<file path="config.mk">
export PLATFORM = sky130hd
export DESIGN_NAME = glyph_row_bit_blitter
export DESIGN_NICKNAME = d
export VERILOG_FILES = /design/src/sv/gbb_pkg.sv /design/src/sv/gbb_front.sv /design/src/sv/gbb_queue.sv /design/src/sv/gbb_back.sv /design/src/sv/glyph_row_bit_blitter.sv
export SDC_FILE = /design/constraint.sdc
export NUM_CORES = 1
export LEC_CHECK = 0
export BUFFER_PORTS_ARGS = -buffer_cell sky130_fd_sc_hd__buf_2
export CAP_MARGIN = 20
export CELL_PAD_IN_SITES_DETAIL_PLACEMENT = 1
export CELL_PAD_IN_SITES_GLOBAL_PLACEMENT = 1
export CORE_MARGIN = 3
export CORE_UTILIZATION = 40
export CTS_CLUSTER_SIZE = 25
export DETAILED_ROUTE_END_ITERATION = 12
export PLACE_DENSITY = 0.78
export SLEW_MARGIN = 20
export SYNTH_ARGS = -nofsm -noshare
export SYNTH_HDL_FRONTEND = slang
export SYNTH_SLANG_ARGS = --single-unit
</file>
<file path="constraint.sdc">
create_clock -name i_clk -period 5.7 [get_ports i_clk]
set_clock_uncertainty 0.15 [all_clocks]
set_input_delay 1.425 -clock i_clk [delete_from_list [all_inputs] [get_ports i_clk]]
set_output_delay 1.425 -clock i_clk [all_outputs]
set_load 0.01 [all_outputs]
</file>
<file path="src/sv/gbb_pkg.sv">
// Package for the glyph row bit blitter: constants, item types and the queued job type.
`default_nettype none
package gbb_pkg;

    // Framebuffer geometry and glyph limits.
    localparam int FB_WIDTH        = 128;
    localparam int FB_HEIGHT       = 64;
    localparam int MAX_GLYPH_WIDTH = 32;
    localparam int FB_BYTES        = FB_WIDTH / 8;

    // Field widths fixed by the item formats.
    localparam int BYTE_W   = 8;
    localparam int ROW_W    = 32;
    localparam int ADDR_W   = 10;
    localparam int SH_W     = ROW_W + BYTE_W;
    localparam int CHK_W    = 12;
    localparam int MAX_BYTES = (BYTE_W - 1 + ROW_W + BYTE_W - 1) / BYTE_W;
    localparam int NB_W     = $clog2(MAX_BYTES + 1);

    // Queue between the front and the back.
    localparam int QDEPTH = 2;
    localparam int QPTR_W = (QDEPTH > 1) ? $clog2(QDEPTH) : 1;
    localparam int QCNT_W = $clog2(QDEPTH + 1);

    localparam logic [BYTE_W-1:0] KEEP_ALL = 8'hff;

    typedef struct packed {
        logic [7:0]       x_pos;
        logic [6:0]       y_pos;
        logic [5:0]       glyph_width;
        logic [6:0]       glyph_height;
        logic [5:0]       row_index;
        logic [ROW_W-1:0] row_bits;
    } t_in_item;

    typedef struct packed {
        logic [ADDR_W-1:0] byte_address;
        logic [BYTE_W-1:0] write_data;
        logic [BYTE_W-1:0] keep_mask;
        logic              out_of_bounds;
        logic              last_write;
    } t_out_item;

    // One classified glyph row, ready for the write sequencer.
    typedef struct packed {
        logic              bad;
        logic [NB_W-1:0]   nbytes;
        logic [ADDR_W-1:0] base;
        logic [SH_W-1:0]   data;
        logic [SH_W-1:0]   mask;
    } t_job;

endpackage
`default_nettype wire

</file>
<file path="src/sv/gbb_front.sv">
// Front end: checks bounds and aligns one glyph row into a byte-write job.
`default_nettype none
module gbb_front (
    input  var gbb_pkg::t_in_item i_item,
    output var gbb_pkg::t_job     o_job
);
    import gbb_pkg::*;

    logic [CHK_W-1:0]  x_ext, y_ext, w_ext, h_ext, row_ext;
    logic              bad;
    logic [7:0]        x0;
    logic [7:0]        y0;
    logic [2:0]        off;
    logic [ROW_W-1:0]  span;
    logic [6:0]        nb_sum;
    logic [ADDR_W-1:0] base;

    always_comb begin
        x_ext   = CHK_W'(i_item.x_pos);
        y_ext   = CHK_W'(i_item.y_pos);
        w_ext   = CHK_W'(i_item.glyph_width);
        h_ext   = CHK_W'(i_item.glyph_height);
        row_ext = CHK_W'(i_item.row_index);

        bad = (x_ext == '0) || (y_ext == '0) || (w_ext == '0) || (h_ext == '0)
            || (w_ext > CHK_W'(MAX_GLYPH_WIDTH)) || (w_ext > CHK_W'(ROW_W))
            || (row_ext >= h_ext)
            || (x_ext + w_ext > CHK_W'(FB_WIDTH + 1))
            || (y_ext + h_ext > CHK_W'(FB_HEIGHT + 1));

        x0  = i_item.x_pos - 8'd1;
        y0  = 8'(i_item.y_pos) - 8'd1 + 8'(i_item.row_index);
        off = x0[2:0];

        // Left-aligned run of glyph_width ones.
        span = ~({ROW_W{1'b1}} >> i_item.glyph_width);

        nb_sum = 7'(off) + 7'(i_item.glyph_width) + 7'd7;
        base   = ADDR_W'(y0) * ADDR_W'(FB_BYTES) + ADDR_W'(x0[7:3]);

        o_job.bad    = bad;
        o_job.nbytes = bad ? NB_W'(1) : NB_W'(nb_sum >> 3);
        o_job.base   = base;
        o_job.data   = SH_W'(i_item.row_bits & span) << (4'd8 - 4'(off));
        o_job.mask   = SH_W'(span) << (4'd8 - 4'(off));
    end

endmodule
`default_nettype wire

</file>
<file path="src/sv/gbb_queue.sv">
// Short queue of classified jobs between the front end and the write sequencer.
`default_nettype none
module gbb_queue (
    input  var logic          i_clk,
    input  var logic          i_rst_n,
    input  var logic          i_push,
    input  var gbb_pkg::t_job i_job,
    output var logic          o_full,
    input  var logic          i_pop,
    output var logic          o_valid,
    output var gbb_pkg::t_job o_job
);
    import gbb_pkg::*;

    t_job              r_mem [QDEPTH];
    logic [QPTR_W-1:0] r_wr_ptr, n_wr_ptr;
    logic [QPTR_W-1:0] r_rd_ptr, n_rd_ptr;
    logic [QCNT_W-1:0] r_count, n_count;
    logic              push, pop;

    function automatic logic [QPTR_W-1:0] ptr_inc(input logic [QPTR_W-1:0] p);
        return (p == QPTR_W'(QDEPTH - 1)) ? '0 : p + 1'b1;
    endfunction

    assign o_full  = (r_count == QCNT_W'(QDEPTH));
    assign o_valid = (r_count != '0);
    assign o_job   = r_mem[r_rd_ptr];
    assign push    = i_push && !o_full;
    assign pop     = i_pop && o_valid;

    always_comb begin
        n_wr_ptr = push ? ptr_inc(r_wr_ptr) : r_wr_ptr;
        n_rd_ptr = pop ? ptr_inc(r_rd_ptr) : r_rd_ptr;
        n_count  = r_count;
        if (push && !pop) begin
            n_count = r_count + 1'b1;
        end else if (pop && !push) begin
            n_count = r_count - 1'b1;
        end
    end

    always_ff @(posedge i_clk) begin
        if (!i_rst_n) begin
            r_wr_ptr <= '0;
            r_rd_ptr <= '0;
            r_count  <= '0;
        end else begin
            r_wr_ptr <= n_wr_ptr;
            r_rd_ptr <= n_rd_ptr;
            r_count  <= n_count;
        end
    end

    always_ff @(posedge i_clk) begin
        if (push) begin
            r_mem[r_wr_ptr] <= i_job;
        end
    end

endmodule
`default_nettype wire

</file>
<file path="src/sv/gbb_back.sv">
// Write sequencer: walks the bytes of the head job into the output register.
`default_nettype none
module gbb_back (
    input  var logic              i_clk,
    input  var logic              i_rst_n,
    input  var logic              i_q_valid,
    input  var gbb_pkg::t_job     i_job,
    output var logic              o_pop,
    output var logic              o_valid,
    output var gbb_pkg::t_out_item o_item,
    input  var logic              i_stall
);
    import gbb_pkg::*;

    logic [NB_W-1:0] r_k, n_k;
    logic            r_valid, n_valid;
    t_out_item       r_item;
    t_out_item       res;
    logic            adv, emit, last;

    assign adv  = !r_valid || !i_stall;
    assign emit = adv && i_q_valid;
    assign last = (NB_W'(r_k + 1'b1) == i_job.nbytes);
    assign o_pop = emit && last;

    always_comb begin
        if (i_job.bad) begin
            res.byte_address  = '0;
            res.write_data    = '0;
            res.keep_mask     = KEEP_ALL;
            res.out_of_bounds = 1'b1;
            res.last_write    = 1'b1;
        end else begin
            res.byte_address  = i_job.base + ADDR_W'(r_k);
            res.write_data    = BYTE_W'(i_job.data >> (ROW_W - BYTE_W * int'(r_k)));
            res.keep_mask     = ~BYTE_W'(i_job.mask >> (ROW_W - BYTE_W * int'(r_k)));
            res.out_of_bounds = 1'b0;
            res.last_write    = last;
        end
    end

    always_comb begin
        n_k     = r_k;
        n_valid = r_valid;
        if (adv) begin
            n_valid = i_q_valid;
        end
        if (emit) begin
            n_k = last ? '0 : NB_W'(r_k + 1'b1);
        end
    end

    always_ff @(posedge i_clk) begin
        if (!i_rst_n) begin
            r_k     <= '0;
            r_valid <= 1'b0;
        end else begin
            r_k     <= n_k;
            r_valid <= n_valid;
        end
    end

    always_ff @(posedge i_clk) begin
        if (emit) begin
            r_item <= res;
        end
    end

    assign o_valid = r_valid;
    assign o_item  = r_item;

endmodule
`default_nettype wire

</file>
<file path="src/sv/glyph_row_bit_blitter.sv">
// Top level of the glyph row bit blitter for a 1-bit-per-pixel framebuffer.
//
//   Channel | Direction | Handshake          | Payload
//   --------+-----------+--------------------+--------------------------
//   input   | in        | i_valid / o_stall  | i_item  (gbb_pkg::t_in_item)
//   result  | out       | o_valid / i_stall  | o_item  (gbb_pkg::t_out_item)
//
// Each item is one glyph row. It is classified and aligned in the same cycle
// it is accepted and enters a two-entry job queue. The write sequencer then
// sends one result per cycle while i_stall is low: one for a rejected item,
// otherwise one to five masked byte writes. The input is stalled only while
// the job queue is full; the output register holds its item while i_stall
// is high. Reset empties the queue and the output register.
`default_nettype none
module glyph_row_bit_blitter (
    input  var logic                i_clk,
    input  var logic                i_rst_n,
    input  var logic                i_valid,
    input  var gbb_pkg::t_in_item   i_item,
    output var logic                o_stall,
    output var logic                o_valid,
    output var gbb_pkg::t_out_item  o_item,
    input  var logic                i_stall
);
    import gbb_pkg::*;

    t_job front_job;
    t_job head_job;
    logic q_full;
    logic q_valid;
    logic q_pop;

    // The front end is purely combinational: bound checks, span mask, shift
    // into byte lanes, start address and byte count.
    gbb_front u_front (
        .i_item (i_item),
        .o_job  (front_job)
    );

    // The queue decouples accepting items from the per-byte write sequence.
    gbb_queue u_queue (
        .i_clk   (i_clk),
        .i_rst_n (i_rst_n),
        .i_push  (i_valid),
        .i_job   (front_job),
        .o_full  (q_full),
        .i_pop   (q_pop),
        .o_valid (q_valid),
        .o_job   (head_job)
    );

    // The back end emits the head job's bytes in address order and pops the
    // job together with its last write.
    gbb_back u_back (
        .i_clk     (i_clk),
        .i_rst_n   (i_rst_n),
        .i_q_valid (q_valid),
        .i_job     (head_job),
        .o_pop     (q_pop),
        .o_valid   (o_valid),
        .o_item    (o_item),
        .i_stall   (i_stall)
    );

    assign o_stall = q_full;

endmodule
`default_nettype wire
</file>
==> qor.yml <==
layout:
  n_antenna_cell: 0
  final_cell_mix: "edfxtp_1 (216), buf_2 (99), nor2_1 (96)"
  seq_area_mm2: 0.00667
  fin_area_mm2: 0.0157
  drive_gt1_frac: 0.192
  multiInputGateArea_mm2: 0.00677
  layout_commonest_cell: "edfxtp_1"
  area_growth_pct: 11.0
  fin_nets: 1456
  nFillCells: 3780
power:
  ir_drop_v: 0.000181
  power.static_leakage_nw: 5.68
  seqPwrFrac: 0.410
  p_int_w: 0.00395
  power_frac_comb: 0.349
  switching_share: 0.341
  cellPowerDensity_mw_per_mm2: 382
  clkPwrFrac: 0.240
  p_switching_w: 0.00204
global_routing:
  grt_pass1_vias: 11300
  overflow: 0
  grt_max_degree: 76
  grt_pass1_wl_mm: 68.9
  grt_usage: 0.230
  antenna_found_initial: 0
floorplanning:
  die-area_mm2: 0.0376
  die_h_um: 194
  start_util: 0.407
  io_pins: 100
  rows: 68
  die_w_um: 194
  core_region_area_mm2: 0.0346
clock_tree:
  clk_pin_slew_ns: 0.06
  cts_htree_levels: 1
  cts_tree: "yes"
  ctsHoldBuffers: 0
  numCtsBuffers: 23
  cts_root_buf: "clkbuf_16"
  clock_sink_count: 225
  cts_setup_buffers: 0
  ctsResizeCount: 0
  clkLatencyLatePin_ns: 0.50
  clk_path_buf_depth: 3
sta:
  worst_slack_ns: 1.45
  timing.hold.ws_ns: 0.385
  setup-tns-final_ns: 0
  period_needed_ns: 4.25
  slew_headroom: 0.277
  tightest_slew_ns: 1.08
  fin_crit_sh: 0.746
  final-setup-viol-count: 0
  slew_violations: 0
  max_freq_ghz: 0.235
  rsz0062_at_grt: "false"
  finalHoldViolations: 0
placement:
  portBuffers: 99
  gp_congestion: 0.975
  placed_area_mm2: 0.0149
  dp_hpwl_mm: 32.7
  dp_slack_ns: 1.00
logic_synthesis:
  synth-async-reset-ratio: 0
  ys_top_cells_by_area: "edfxtp_1 (46%), mux4_2 (5.6%), mux2i_1 (5.3%), ha_1 (3.9%), mux2_2 (2.7%)"
  synth_cell_type_count: 91
  synth.avg_cell_area_um2: 11.1
  yosysTopAreaCell: "edfxtp_1"
  ys_seq_elements: 225
  netlist_instances: 1275
  ys_warn_count: 0
  seq_area_frac_synth: 0.473
  synth_top_cell_area_share: 0.460
  synth-main-ff-cell: "edfxtp_1"
  synth_edf_count: 216
  syn-num-nets: 1393
  netlist_area_mm2: 0.0141
drt:
  via_count: 11000
  dr.pass1.iters: 5
  drtIter0Drc: 1190
  drt.antenna.violating_nets: 0
  drcViolationCount: 0
  routed_wl_mm: 44.4
  viasPerCell: 6.11
  wl_per_cell_um: 24.6
critical_path:
  required_ns: 5.76
  arrival_ns: 4.32
  worstReg2RegStart: "u_back.r_k[0]"
  cp-startpoint: "i_item[58]"
  cp-start-kind: "input pin"
  end_kind: "flop"
  worst-setup-path-type: "input pin to flop"
  critPathMaxFanout: 35
run_status:
  status: "finished, final reports clean"
hold_path:
  hp-start: "u_back.o_valid"
  holdCritPathClass: "flop to flop"
run:
  drv_cap: 0
[state kept, by name (all words and copies together) (netlist names), named ones only]
signal and count:
u_back.o_valid 1, u_queue.r_rd_ptr 1, u_back.o_item 28, u_queue.r_mem 188, u_back.r_k 3, u_queue.r_count 2
u_queue.r_wr_ptr 1
[synthesized netlist by cell type, types with 9 or more instances]
master and number:
dfxtp_1 9, o211ai_1 17, nor2_1 98, and2_1 10
nand2b_1 11, and3_1 9, o21ai_1 16, a21o_1 10
inv_1 57, nor3_1 23, clkbuf_1 23, mux2i_1 75
a31oi_1 13, a21oi_1 76, xnor2_1 23, mux4_2 35
o21ai_0 55, a211oi_1 16, ha_1 44, buf_2 47
nand3_1 38, nand2_1 90, xor2_1 16, edfxtp_1 216
o22ai_1 24, o31ai_1 9, a22oi_1 18, mux2_2 34
[path summary, 6_finish.rpt]
path | to | slack [ns] | cells after the start
max | u_queue.r_mem[1][55] | 1.45 | 12
min | u_back.o_valid | 0.38 | 2
max reg2reg | u_back.o_item[9] | 2.09 | 9
min reg2reg | u_back.o_valid | 0.38 | 2
[routing by layer]
metal,global-route usage,routed length (um),vias to the layer above
met5,0,0,-
met4,0.0469,869,0
met3,0.0283,3340,63
met2,0.369,20700,549
met1,0.338,19500,5468
li1,-,-,4963
[through the flow]
step | cells | utilization | power, W
3_5_place_dp | 1767 | 0.431 | 0.00455
6_report | 1806 | 0.452 | 0.00599
5_1_grt | 1806 | 0.452 | 0.00629
2_1_floorplan | 1275 | - | 0.00389
3_3_place_gp | 1767 | 0.431 | 0.00446
4_1_cts | 1805 | 0.452 | 0.00601
[cell families after synthesis]
group / Yosys count / synth area share
fa+ha+maj: 49 / 0.0454
buf+inv: 149 / 0.0495
flops: 225 / 0.473
mux: 145 / 0.137
compound gates: 327 / 0.153
simple gates: 338 / 0.114
xor+xnor: 42 / 0.0285
[final cells by class]
| class | instances | share of cell area |
|---|---|---|
| sequential | 225 | 0.426 |
| clock inverter | 10 | 0.00695 |
| multi-input combinational | 901 | 0.432 |
| timing repair buffer | 126 | 0.0459 |
| clock buffer | 28 | 0.0379 |
| inverter | 61 | 0.0146 |
| tap | 455 | 0.0363 |
[power by group through the flow]
stage          sequential (W)  clock (W)  combinational [W]
2_1_floorplan         0.00243          0            0.00146
3_3_place_gp          0.00247          0            0.00199
3_5_place_dp          0.00250          0            0.00205
4_1_cts               0.00247    0.00146            0.00208
5_1_grt               0.00250    0.00152            0.00227
6_report              0.00246    0.00144            0.00209
[critical path: stages]
cell and delay, ns:
buf_2 0.12, inv_2 0.05, buf_4 0.36, ha_1 0.34, buf_4 0.25, xor2_2 0.41
buf_4 0.34, o21ai_1 0.10, a21oi_1 0.34, nor2_1 0.08, a2bb2oi_1 0.31, mux2i_1 0.16
(Power assumes the default switching activity.)
